### config.mk
export PLATFORM = sky130hd
export DESIGN_NAME = go_to_goal_controller_with_obstacle_stop
export DESIGN_NICKNAME = d
export VERILOG_FILES = /design/src/hw/rtl/gtg_pkg.sv /design/src/hw/rtl/go_to_goal_controller_with_obstacle_stop.sv
export SDC_FILE = /design/constraint.sdc
export NUM_CORES = 2
export LEC_CHECK = 0
export BUFFER_PORTS_ARGS = -buffer_cell sky130_fd_sc_hd__buf_4
export CAP_MARGIN = 20
export CORE_MARGIN = 2
export CORE_UTILIZATION = 35
export DETAILED_ROUTE_END_ITERATION = 12
export HOLD_SLACK_MARGIN = 0.03
export PLACE_DENSITY = 0.54
export SYNTH_ARGS = -nofsm -noshare
export SYNTH_HDL_FRONTEND = slang
export SYNTH_SLANG_ARGS = --single-unit
### constraint.sdc
create_clock -name clk_i -period 8.4 [get_ports clk_i]
set_input_delay 0.42 -clock clk_i [delete_from_list [all_inputs] [get_ports clk_i]]
set_output_delay 0.42 -clock clk_i [all_outputs]
set_load 0.01 [all_outputs]
### src/hw/rtl/gtg_pkg.sv
package gtg_pkg;

  // stream payload layout
  localparam int unsigned InDataW  = 96;
  localparam int unsigned OutDataW = 32;
  localparam int unsigned KindW    = 2;

  // item kinds carried in tuser
  typedef enum logic [KindW-1:0] {
    REQ_GOAL = 2'd0,
    REQ_SCAN = 2'd1,
    REQ_TICK = 2'd2,
    REQ_NONE = 2'd3
  } req_type_e;

  // result status carried in tuser
  typedef enum logic [1:0] {
    ST_IDLE    = 2'd0,
    ST_REACHED = 2'd1,
    ST_AVOID   = 2'd2,
    ST_DRIVING = 2'd3
  } drive_status_e;

  // configuration register indexes
  typedef enum logic [2:0] {
    CFG_GOAL_TOL    = 3'd0,
    CFG_OBST_DIST   = 3'd1,
    CFG_MAX_LIN     = 3'd2,
    CFG_MAX_TURN    = 3'd3,
    CFG_AVOID_TURN  = 3'd4,
    CFG_LIN_GAIN    = 3'd5,
    CFG_ANG_GAIN    = 3'd6,
    CFG_SCAN_POINTS = 3'd7
  } cfg_idx_e;

  // datapath widths
  localparam int unsigned XyW   = 28;  // cordic x/y, signed, covers gain growth
  localparam int unsigned MulAW = 28;
  localparam int unsigned MulBW = 26;
  localparam int unsigned ProdW = MulAW + MulBW;
  localparam int unsigned DistW = 26;
  localparam int unsigned PtsW  = 11;

  // fixed-point constants
  localparam logic [15:0] InvKQ16  = 16'd39797;
  localparam logic [17:0] PiQ16    = 18'd205887;
  localparam logic [15:0] HalfTurn = 16'h8000;
  localparam logic [14:0] TurnLim  = 15'h7fff;

  // floor(p / 360) as (p * WinRecip) >> WinShift, exact for p below 2048
  localparam logic [11:0] WinRecip = 12'd2913;
  localparam int unsigned WinShift = 20;
  localparam logic [4:0]  WinStep  = 5'd30;

  // atan(2^-i) in 16-bit binary angle
  function automatic logic [15:0] gtg_atan(input logic [4:0] idx);
    logic [15:0] a;
    case (idx)
      5'd0:    a = 16'd8192;
      5'd1:    a = 16'd4836;
      5'd2:    a = 16'd2555;
      5'd3:    a = 16'd1297;
      5'd4:    a = 16'd651;
      5'd5:    a = 16'd326;
      5'd6:    a = 16'd163;
      5'd7:    a = 16'd81;
      5'd8:    a = 16'd41;
      5'd9:    a = 16'd20;
      5'd10:   a = 16'd10;
      5'd11:   a = 16'd5;
      5'd12:   a = 16'd3;
      5'd13:   a = 16'd1;
      5'd14:   a = 16'd1;
      default: a = 16'd0;
    endcase
    return a;
  endfunction

endpackage

### src/hw/rtl/go_to_goal_controller_with_obstacle_stop.sv
// a goal beat and a scan beat give no result; a tick runs S_PRE, S_CORDIC, S_MULX, S_DIST,
// S_DECIDE, S_LIN, S_TURN1, S_TURN2 and S_EMIT to the result (S_DECIDE goes straight to S_EMIT when
// the goal is reached or an obstacle is seen; a tick with no goal goes straight to S_EMIT)
// one beat at a time; the iterative cordic and the single shared multiplier set the tick time
// reset (rst_ni low, async): configuration registers take their default values, no goal, no scan,
// no obstacle mark, output empty
module go_to_goal_controller_with_obstacle_stop
  import gtg_pkg::*;
#(
  parameter int unsigned MAX_SCAN_POINTS = 1024,
  parameter int unsigned CORDIC_STEPS    = 16
) (
  input  logic                clk_i,
  input  logic                rst_ni,
  // configuration write port
  input  logic                cfg_we_i,
  input  logic [2:0]          cfg_idx_i,
  input  logic [15:0]         cfg_data_i,
  // input stream
  input  logic                s_axis_tvalid_i,
  output logic                s_axis_tready_o,
  // pos_x[23:0], pos_y[47:24], heading[63:48], pose_ok[64], sample_index[74:65],
  // sample_range[90:75], sample_finite[91], zero pad[95:92]
  input  logic [InDataW-1:0]  s_axis_tdata_i,
  // req_type[1:0]
  input  logic [KindW-1:0]    s_axis_tuser_i,
  input  logic                s_axis_tlast_i,
  // output stream
  output logic                m_axis_tvalid_o,
  input  logic                m_axis_tready_i,
  // linear_speed[15:0], turn_rate[31:16]
  output logic [OutDataW-1:0] m_axis_tdata_o,
  // drive_status[1:0]
  output logic [1:0]          m_axis_tuser_o
);

  localparam int unsigned StepW = (CORDIC_STEPS > 1) ? $clog2(CORDIC_STEPS) : 1;
  localparam logic [StepW-1:0] LastStep = StepW'(CORDIC_STEPS - 1);
  localparam logic [12:0] MaxPts = 13'(MAX_SCAN_POINTS);

  typedef enum logic [3:0] {
    S_IDLE,
    S_SCAN,
    S_PRE,
    S_CORDIC,
    S_MULX,
    S_DIST,
    S_DECIDE,
    S_LIN,
    S_TURN1,
    S_TURN2,
    S_EMIT
  } state_e;

  // configuration registers
  logic [15:0]        goal_tol_q, obst_dist_q, max_lin_q, max_turn_q;
  logic signed [15:0] avoid_turn_q;
  logic [11:0]        lin_gain_q, ang_gain_q;
  logic [PtsW-1:0]    scan_points_q;

  // controller state
  state_e             state_q;
  logic signed [23:0] target_x_q, target_y_q;
  logic               target_valid_q, scan_valid_q, obst_seen_q, obst_running_q;

  // beat payload captured on accept
  logic [15:0]        heading_q, range_q;
  logic [9:0]         idx_q;
  logic               finite_q, last_q;

  // shared datapath
  logic signed [XyW-1:0] x_q, y_q;
  logic [15:0]           z_q;
  logic [StepW-1:0]      step_q;
  logic [ProdW-1:0]      prod_q;
  logic [DistW-1:0]      dist_q;
  logic signed [15:0]    err_q;
  logic [15:0]           mag_q;
  logic [15:0]           lin_q;
  logic [2:0]            quot_q;

  // pending result and output register
  logic [15:0]        res_lin_q;
  logic signed [15:0] res_turn_q;
  drive_status_e      res_status_q;
  logic               out_valid_q;
  logic [15:0]        out_lin_q;
  logic [15:0]        out_turn_q;
  drive_status_e      out_status_q;

  // input field slices
  logic signed [23:0] in_pos_x, in_pos_y;
  logic [15:0]        in_heading, in_range;
  logic               in_pose_ok, in_finite;
  logic [9:0]         in_idx;
  logic               accept;

  assign in_pos_x   = s_axis_tdata_i[23:0];
  assign in_pos_y   = s_axis_tdata_i[47:24];
  assign in_heading = s_axis_tdata_i[63:48];
  assign in_pose_ok = s_axis_tdata_i[64];
  assign in_idx     = s_axis_tdata_i[74:65];
  assign in_range   = s_axis_tdata_i[90:75];
  assign in_finite  = s_axis_tdata_i[91];

  assign s_axis_tready_o = (state_q == S_IDLE);
  assign accept          = s_axis_tvalid_i && s_axis_tready_o;

  // configuration writes
  always_ff @(posedge clk_i or negedge rst_ni) begin
    if (!rst_ni) begin
      goal_tol_q    <= 16'd102;
      obst_dist_q   <= 16'd307;
      max_lin_q     <= 16'd205;
      max_turn_q    <= 16'd512;
      avoid_turn_q  <= 16'sd512;
      lin_gain_q    <= 12'd128;
      ang_gain_q    <= 12'd512;
      scan_points_q <= 11'd360;
    end else if (cfg_we_i) begin
      case (cfg_idx_e'(cfg_idx_i))
        CFG_GOAL_TOL:    goal_tol_q    <= cfg_data_i;
        CFG_OBST_DIST:   obst_dist_q   <= cfg_data_i;
        CFG_MAX_LIN:     max_lin_q     <= cfg_data_i;
        CFG_MAX_TURN:    max_turn_q    <= cfg_data_i;
        CFG_AVOID_TURN:  avoid_turn_q  <= cfg_data_i;
        CFG_LIN_GAIN:    lin_gain_q    <= cfg_data_i[11:0];
        CFG_ANG_GAIN:    ang_gain_q    <= cfg_data_i[11:0];
        CFG_SCAN_POINTS: scan_points_q <= cfg_data_i[PtsW-1:0];
        default: ;
      endcase
    end
  end

  // scan window: effective point count and its registered share of 360
  logic [PtsW-1:0] pts_eff;
  logic [22:0]     win_prod;
  logic [9:0]      win_half;
  logic [PtsW:0]   win_lo, win_hi;
  logic            win_hit;

  always_comb begin
    pts_eff  = (13'(scan_points_q) < MaxPts) ? scan_points_q : PtsW'(MaxPts);
    win_prod = 23'(pts_eff) * 23'(WinRecip);
    win_half = 10'(quot_q) * 10'(WinStep);
    win_lo   = 12'(pts_eff >> 1) - 12'(win_half);
    win_hi   = 12'(pts_eff >> 1) + 12'(win_half);
    win_hit  = (11'(idx_q) < pts_eff) && (12'(idx_q) >= win_lo) && (12'(idx_q) <= win_hi)
               && finite_q && (range_q < obst_dist_q);
  end

  always_ff @(posedge clk_i or negedge rst_ni) begin
    if (!rst_ni) begin
      quot_q <= 3'd1;
    end else begin
      quot_q <= win_prod[22:WinShift];
    end
  end

  // cordic step on the shared shifter and adders
  logic signed [XyW-1:0] xs, ys;
  logic [15:0]           atan_v;

  always_comb begin
    xs     = x_q >>> step_q;
    ys     = y_q >>> step_q;
    atan_v = gtg_atan(5'(step_q));
  end

  // shared multiplier, operands picked by state
  logic [MulAW-1:0] mul_a;
  logic [MulBW-1:0] mul_b;
  logic [ProdW-1:0] prod_d;

  always_comb begin
    case (state_q)
      S_MULX: begin
        mul_a = x_q[XyW-1] ? '0 : MulAW'(x_q[XyW-2:0]);
        mul_b = MulBW'(InvKQ16);
      end
      S_DECIDE: begin
        mul_a = MulAW'(lin_gain_q);
        mul_b = dist_q;
      end
      S_LIN: begin
        mul_a = MulAW'(ang_gain_q);
        mul_b = MulBW'(mag_q);
      end
      S_TURN1: begin
        mul_a = prod_q[MulAW-1:0];
        mul_b = MulBW'(PiQ16);
      end
      default: begin
        mul_a = '0;
        mul_b = '0;
      end
    endcase
    prod_d = ProdW'(mul_a) * ProdW'(mul_b);
  end

  // result shaping
  logic [44:0]        dist_rnd;
  logic [29:0]        lin_full;
  logic [46:0]        turn_rnd;
  logic [14:0]        turn_lim;
  logic [14:0]        turn_mag;
  logic signed [15:0] turn_val;

  always_comb begin
    dist_rnd = 45'(prod_q[42:0]) + 45'd32768;
    lin_full = prod_q[37:8];
    turn_rnd = 47'(prod_q[45:0]) + (47'd1 << 28);
    turn_lim = (max_turn_q < 16'(TurnLim)) ? max_turn_q[14:0] : TurnLim;
    turn_mag = (turn_rnd[46:29] > 18'(turn_lim)) ? turn_lim : turn_rnd[43:29];
    turn_val = err_q[15] ? -$signed({1'b0, turn_mag}) : $signed({1'b0, turn_mag});
  end

  // sequencer, state and datapath registers
  always_ff @(posedge clk_i or negedge rst_ni) begin
    if (!rst_ni) begin
      state_q        <= S_IDLE;
      target_valid_q <= 1'b0;
      scan_valid_q   <= 1'b0;
      obst_seen_q    <= 1'b0;
      obst_running_q <= 1'b0;
      out_valid_q    <= 1'b0;
      step_q         <= '0;
    end else begin
      if (state_q != S_EMIT && m_axis_tready_i) begin
        out_valid_q <= 1'b0;
      end
      case (state_q)
        S_IDLE: begin
          if (accept) begin
            case (req_type_e'(s_axis_tuser_i))
              REQ_GOAL: begin
                target_valid_q <= 1'b1;
              end
              REQ_SCAN: begin
                state_q <= S_SCAN;
              end
              REQ_TICK: begin
                if (!target_valid_q) begin
                  res_lin_q    <= '0;
                  res_turn_q   <= '0;
                  res_status_q <= ST_IDLE;
                  state_q      <= S_EMIT;
                end else if (in_pose_ok) begin
                  x_q     <= XyW'(target_x_q) - XyW'(in_pos_x);
                  y_q     <= XyW'(target_y_q) - XyW'(in_pos_y);
                  z_q     <= '0;
                  state_q <= S_PRE;
                end
              end
              default: ;
            endcase
          end
        end
        S_SCAN: begin
          if (last_q) begin
            obst_seen_q    <= obst_running_q || win_hit;
            obst_running_q <= 1'b0;
            scan_valid_q   <= 1'b1;
          end else if (win_hit) begin
            obst_running_q <= 1'b1;
          end
          state_q <= S_IDLE;
        end
        S_PRE: begin
          // fold the left half plane into the right one
          if (x_q < 0) begin
            x_q <= -x_q;
            y_q <= -y_q;
            z_q <= HalfTurn;
          end
          step_q  <= '0;
          state_q <= S_CORDIC;
        end
        S_CORDIC: begin
          if (y_q < 0) begin
            x_q <= x_q - ys;
            y_q <= y_q + xs;
            z_q <= z_q - atan_v;
          end else begin
            x_q <= x_q + ys;
            y_q <= y_q - xs;
            z_q <= z_q + atan_v;
          end
          step_q <= step_q + StepW'(1);
          if (step_q == LastStep) begin
            state_q <= S_MULX;
          end
        end
        S_MULX: begin
          state_q <= S_DIST;
        end
        S_DIST: begin
          dist_q  <= dist_rnd[16+DistW-1:16];
          err_q   <= z_q - heading_q;
          state_q <= S_DECIDE;
        end
        S_DECIDE: begin
          mag_q <= err_q[15] ? 16'(-err_q) : err_q;
          if (dist_q < DistW'(goal_tol_q)) begin
            target_valid_q <= 1'b0;
            res_lin_q      <= '0;
            res_turn_q     <= '0;
            res_status_q   <= ST_REACHED;
            state_q        <= S_EMIT;
          end else if (scan_valid_q && obst_seen_q) begin
            res_lin_q    <= '0;
            res_turn_q   <= avoid_turn_q;
            res_status_q <= ST_AVOID;
            state_q      <= S_EMIT;
          end else begin
            state_q <= S_LIN;
          end
        end
        S_LIN: begin
          lin_q   <= (lin_full > 30'(max_lin_q)) ? max_lin_q : lin_full[15:0];
          state_q <= S_TURN1;
        end
        S_TURN1: begin
          state_q <= S_TURN2;
        end
        S_TURN2: begin
          res_lin_q    <= lin_q;
          res_turn_q   <= turn_val;
          res_status_q <= ST_DRIVING;
          state_q      <= S_EMIT;
        end
        S_EMIT: begin
          if (!out_valid_q || m_axis_tready_i) begin
            out_valid_q  <= 1'b1;
            out_lin_q    <= res_lin_q;
            out_turn_q   <= res_turn_q;
            out_status_q <= res_status_q;
            state_q      <= S_IDLE;
          end
        end
        default: begin
          state_q <= S_IDLE;
        end
      endcase
      prod_q <= prod_d;
    end
  end

  // payload capture on accept
  always_ff @(posedge clk_i) begin
    if (accept) begin
      heading_q <= in_heading;
      idx_q     <= in_idx;
      range_q   <= in_range;
      finite_q  <= in_finite;
      last_q    <= s_axis_tlast_i;
      if (req_type_e'(s_axis_tuser_i) == REQ_GOAL) begin
        target_x_q <= in_pos_x;
        target_y_q <= in_pos_y;
      end
    end
  end

  assign m_axis_tvalid_o = out_valid_q;
  assign m_axis_tdata_o  = {out_turn_q, out_lin_q};
  assign m_axis_tuser_o  = out_status_q;

  // a new result only comes out of the emit state
  a_emit_src: assert property (@(posedge clk_i) disable iff (!rst_ni)
    $rose(m_axis_tvalid_o) |-> $past(state_q == S_EMIT))
    else $error("result appeared outside the emit state");

  // a reached result never leaves a goal behind
  a_reached_clears: assert property (@(posedge clk_i) disable iff (!rst_ni)
    (state_q == S_EMIT && res_status_q == ST_REACHED) |-> !target_valid_q)
    else $error("goal still valid after reached");

  // the last sample of a scan closes the running mark
  a_scan_close: assert property (@(posedge clk_i) disable iff (!rst_ni)
    (state_q == S_SCAN && last_q) |=> (!obst_running_q && scan_valid_q))
    else $error("scan latch did not close");

  // the step counter stays inside the cordic schedule
  a_step_range: assert property (@(posedge clk_i) disable iff (!rst_ni)
    (state_q == S_CORDIC) |-> (step_q <= LastStep))
    else $error("cordic step out of range");

endmodule
---- Yosys cells after proc, flatten, opt, wreduce, memory -nomap -nowiden ----
Memory sizes are Yosys's and may differ from the RTL's.
Index checks and enable logic that the tools add are counted.
word-level totals
  bits in read-only memories .............. 224
  word-level logic and storage cells ...... 208
  memories kept ........................... 1
  output and inout bits ................... 36
  flip-flop bits (word level) ............. 483
  bits of input ports ..................... 123
memories
  memory           words  width  read ports  clocked after memory_dff  write ports  line           text
  (no name shown)  16     14     1           0                         0            gtg_pkg.sv:58  case (idx)
operators by class
  shift operators ......................... 2
  muxes and demuxes ....................... 64
  add/subtract/negate cells ............... 18
  equal/unequal tests ..................... 34
  $lt $le $gt $ge ......................... 11
  reduce and logical (&&, ||, !) cells .... 37
  $mul .................................... 3
operators by type and width
  cell                      number
  $mux W28                  12
  $mux W16                  15
  $pmux W28 S3              2
  $pmux W16 S3              3
  $pmux W28 S4              1
  $pmux W26 S4              1
  $add A28 B28 Y28          2
  $lt A28 B1 Y1 const B     2
  $neg A28 Y28              2
  $sshr A28 B4 Y28          2
  $sub A28 B28 Y28          2
  $sub A24 B24 Y25          2
  $add A46 B29 Y47 const B  1
  $mul A28 B26 Y46          1
  $mux W15                  3
  $add A42 B16 Y42 const B  1
  $pmux W4 S10              1
  $sub A16 B16 Y16          2
  $gt A30 B16 Y1            1
  $mux W4                   7
  $reduce_and A2 Y1         14
  $mux W27                  1
  $lt A26 B16 Y1            1
  $mul A11 B12 Y23 const B  1
  other kinds (47)          89

---- Logic depth before layout (Yosys ltp) ----
  depth after elaboration ................. 10
  gate-level depth with buffers ........... 35
  gate-level depth less buffers ........... 30

---- Worst setup path before layout ----
No wires, ideal clock.
  kind .................................... register to register
  start ................................... register state_q[2]
  end ..................................... register prod_q[43], data pin
  setup slack ............................. 207 ps
  data required time ...................... 8142 ps
  library setup time ...................... 258 ps
  stages on the path, launching flop included .. 32
  path buffers ............................ 3
  clock period less this slack ............ 8193 ps
  data arrival time ....................... 7935 ps
  cells stage by stage .................... dfrtp_1 > clkbuf_1 > nand2b_1 > nor3_1 > clkbuf_1 > buf_1 > nand2_1 > nand2_1 > inv_1 > fa_1 > inv_1 > fa_1 > inv_1 > fa_1 > fa_1 > inv_1 > fa_1 > fa_1 > inv_1 > fa_1 > inv_1 > ha_1 > a21o_1 > a21o_1 > a21oi_1 > o21ai_0 > a221oi_1 > o21ai_0 > a31oi_1 > o31ai_1 > a21oi_1 > xnor2_1
between the ends
  cells in the longest elaborated chain, start to end .. 3
  elaborated cells on any way between the ends .. 7
  classes of those cells .................. 1 x mul; 4 x eq/ne; 2 x mux
ends and longest elaborated chain
  item                                                 line                                             text
  start: declaration                                   go_to_goal_controller_with_obstacle_stop.sv:62   state_e state_q;
  start signal: assignment                             go_to_goal_controller_with_obstacle_stop.sv:221  state_q <= S_IDLE;
  start signal: assignment                             go_to_goal_controller_with_obstacle_stop.sv:240  state_q <= S_SCAN;
  start signal: assignment                             go_to_goal_controller_with_obstacle_stop.sv:247  state_q <= S_EMIT;
  $eq A4 B4 Y1 / $eq A4 B3 Y1 (equally long branches)  go_to_goal_controller_with_obstacle_stop.sv:176  case (state_q)
  $pmux W28 S4 / $pmux W26 S4 (equally long branches)  go_to_goal_controller_with_obstacle_stop.sv:176
  $mul A28 B26 Y46 *                                   go_to_goal_controller_with_obstacle_stop.sv:198  prod_d = ProdW'(mul_a) * ProdW'(mul_b);
  net prod_d[43]                                       go_to_goal_controller_with_obstacle_stop.sv:173  logic [ProdW-1:0] prod_d;
  end signal: assignment                               go_to_goal_controller_with_obstacle_stop.sv:345  prod_q <= prod_d;
  end: declaration                                     go_to_goal_controller_with_obstacle_stop.sv:75   logic [ProdW-1:0] prod_q;
The timed path passes the listed nets; every way through them passes the cells marked *.
A chain may end at the register's enable or synchronous reset.

---- Worst setup path in the final report ----
  start ................................... register state_q[3]
  end ..................................... register prod_q[44], data pin
The elaborated chain is that of the path after synthesis.

==> results.json <==
{
  "cp_slowest_cell": "fa_1",
  "synth.distinct_cells": 97,
  "synth-seq-cells": 483,
  "grt_antenna_before_repair": 7,
  "synth.avg_cell_area_sq_um": 9.50,
  "grt_max_degree": 65,
  "htree_num_levels": 2,
  "start_util_pct": 35.3,
  "critPathLaunchType": "register",
  "multi_input_area_sq_mm": 0.0385,
  "netlist_area_sq_mm": 0.0568,
  "grt_pass1_wl_microns": 276000,
  "grt_util_met3_pct": 2.84,
  "top_usage_layer": "met2",
  "grt_pass1_vias": 45060,
  "syn2layout_area_growth_pct": 16.3,
  "cts_root_buffer": "clkbuf_16",
  "track_usage_pct": 22.1,
  "synth_area_leaders": "fa_1, edfxtp_1, ha_1",
  "period_needed_ps": 8010,
  "drc": 0,
  "finalSetupViolCount": 0,
  "place.gp.congestion": 0.949,
  "netlist_instances": 5973,
  "timing.fmax_mhz": 125,
  "drive_above_1_share_pct": 13.6,
  "die_w_microns": 407,
  "cts_buffers": 57,
  "cp.required_ps": 8830,
  "vias": 44266,
  "pre_cts_ws_ps": -60.4,
  "nNetsFinal": 7746,
  "fin_ws_ps": 388,
  "maxSlewHeadroom_pct": 22.8,
  "final_area_sq_mm": 0.0660,
  "grt_util_met2_pct": 36.3,
  "synth_seq_area_share_pct": 24.4,
  "fin_cells": 8735,
  "clockBufferDepth": 3,
  "period_share_pct": 95.4,
  "post_drt_via_cell_ratio": 5.07,
  "die_height_microns": 407,
  "yosysTopAreaCell": "fa_1",
  "critPathKind": "register to register",
  "n_fill_cell": 16052,
  "cts_tree": "built",
  "die_area_sq_mm": 0.165,
  "postPlaceCellArea_sq_mm": 0.0630,
  "rsz0062_at_grt": "false",
  "seqCellArea_sq_mm": 0.0139,
  "row_count": 147,
  "synth-edff-count": 352,
  "first_iter_violations": 3066,
  "clock_sinks": 483,
  "drt-total-wl_microns": 181000,
  "worst-path-max-fanout": 12,
  "cp_slowest_stage_delay_ps": 540,
  "ios": 159,
  "ant_nets": 0,
  "end_kind": "register",
  "worst_ir_drop_vdd_mv": 0.449,
  "met1_usage_pct": 29.9,
  "skew_ps": 108,
  "yosys.area.top_type_share_pct": 22.3,
  "synthArstFlopShare_pct": 27.1,
  "crit_top_cell": "fa_1",
  "core_sq_mm": 0.161,
  "routedWlPerCell_microns": 20.7,
  "clk_pin_slew_ps": 60,
  "dpl.hpwl_microns": 146000,
  "cp.arrival_ps": 8450,
  "slew_violations": 0,
  "hold_viol": 0,
  "synthFlopType": "edfxtp_1",
  "antenna_cells": 0,
  "synth_warnings": 0,
  "dr.pass1.iters": 6,
  "placed_cells": 8524,
  "clk_latency_ps": 730,
  "status": "completed",
  "hold_class": "input pin to register",
  "gr-total-overflow": 0,
  "p_leak_nw": 30.8,
  "io_buffers": 154,
  "max_cap_violations": 0,
  "powerDensity_mw_per_mm2": 313,
  "tightest_slew_ps": 1160
}
[cell usage after synthesis (23+ instances only)]
cell	count
a31oi_1	27
buf_1	33
mux2i_1	47
nor4_1	26
dfrtp_1	108
o21a_1	34
xnor2_1	210
o21bai_1	31
nand3_1	77
nand4_1	43
clkbuf_1	175
ha_1	462
mux2_2	123
inv_1	1083
nand2b_1	66
o31ai_1	28
nand2_1	619
and3_1	73
a22oi_1	35
nor3_1	70
a21o_1	84
o21ai_0	261
a21oi_1	244
mux4_2	60
edfxtp_1	352
and2_1	26
fa_1	632
nor2b_1	56
nor2_1	404
dfstp_2	23
xor2_1	111
[where the power goes]
part	total, W	switching (W)	internal [W]
logic	0.0142	0.00810	0.00608
registers	0.00391	0.000540	0.00337
clock network	0.00258	0.00114	0.00144
[logic make-up (layout without fill, tap and decap cells)]
family | after synthesis | count (layout) | share of synthesized area (%)
buffers and inverters | 1323 | 1795 | 8.92
adders and majority gates | 1094 | 1094 | 32.5
other | 2 | 132 | 0.0132
AOI/OAI and AO/OA | 938 | 938 | 10.5
xor gates and xnor gates | 322 | 322 | 4.98
and+or+nand+nor | 1581 | 1581 | 13.0
DFF | 483 | 483 | 24.4
muxes | 230 | 230 | 5.65
[through the flow]
stage	total power [W]	setup TNS (ps)	util, %	hold slack [ps]
after CTS	0.0207	0	41.0	31.5
after global placement	0.0178	-56.4	39.2	371
after detailed placement	0.0179	-60.4	39.2	367
after floorplan	0.0139	0	-	124
final	0.0207	0	41.1	63.4
after global routing	0.0227	0	41.1	49.5
[registers in the layout, summed over array words and instances (netlist names), 24 cells and up]
| register | count |
|---|---|
| target_x_q | 24 |
| y_q | 28 |
| prod_q | 46 |
| x_q | 28 |
| dist_q | 26 |
| target_y_q | 24 |
[placed cells by master (no fill, tap or decap), types with 123 or more instances in the layout]
cell      count
inv_1      1082
a21oi_1     240
ha_1        462
buf_4       490
fa_1        632
conb_1      132
xnor2_1     210
edfxtp_1    352
nor2_1      399
mux2_2      123
nand2_1     617
o21ai_0     258
[layer usage]
metal  wire length (microns)  vias up
li1                        -    20741
met1                   78500    21966
met2                   84400     1275
met3                   10200      282
met4                    7400        2
met5                      13        -
[critical path, delay by kind of cell (launching register included)]
kind,cells,cell delay [ps]
simple gates,5,760
flops,1,370
fa+ha+maj,8,3520
buf+inv,8,960
compound gates,11,2140
[cell type report]
cell class	count	share of cell area, %
Clock inverter	32	0.548
Multi-Input combinational cell	4297	58.3
Timing Repair Buffer	606	7.56
Clock buffer	73	2.35
Tap cell	2160	4.09
Inverter	1084	6.17
Sequential cell	483	21.0
[worst paths after layout]
check	to	slack, ps	depth (start not counted)	from
setup / recovery	prod_q[44]	390	32	state_q[3]
hold / removal	obst_dist_q[12]	60	3	cfg_data_i[12]
setup reg to reg	prod_q[44]	390	32	state_q[3]
hold reg to reg	out_turn_q[3]	410	0	res_turn_q[3]
max in group asynchronous	max_lin_q[3]	6800	4	rst_ni
min in group asynchronous	obst_dist_q[3]	200	2	rst_ni
[repair_timing]
| item | in CTS | in global routing |
|---|---|---|
| hold buffers | 99 | 0 |
| endpoints found under the hold margin | 124 | 0 |
| setup endpoints to repair | 1 | 13 |
| pin swaps | 0 | 1 |
| resized for setup | 1 | 35 |
| setup buffers | 0 | 6 |
No activity file was read; power rests on OpenSTA's default activity.
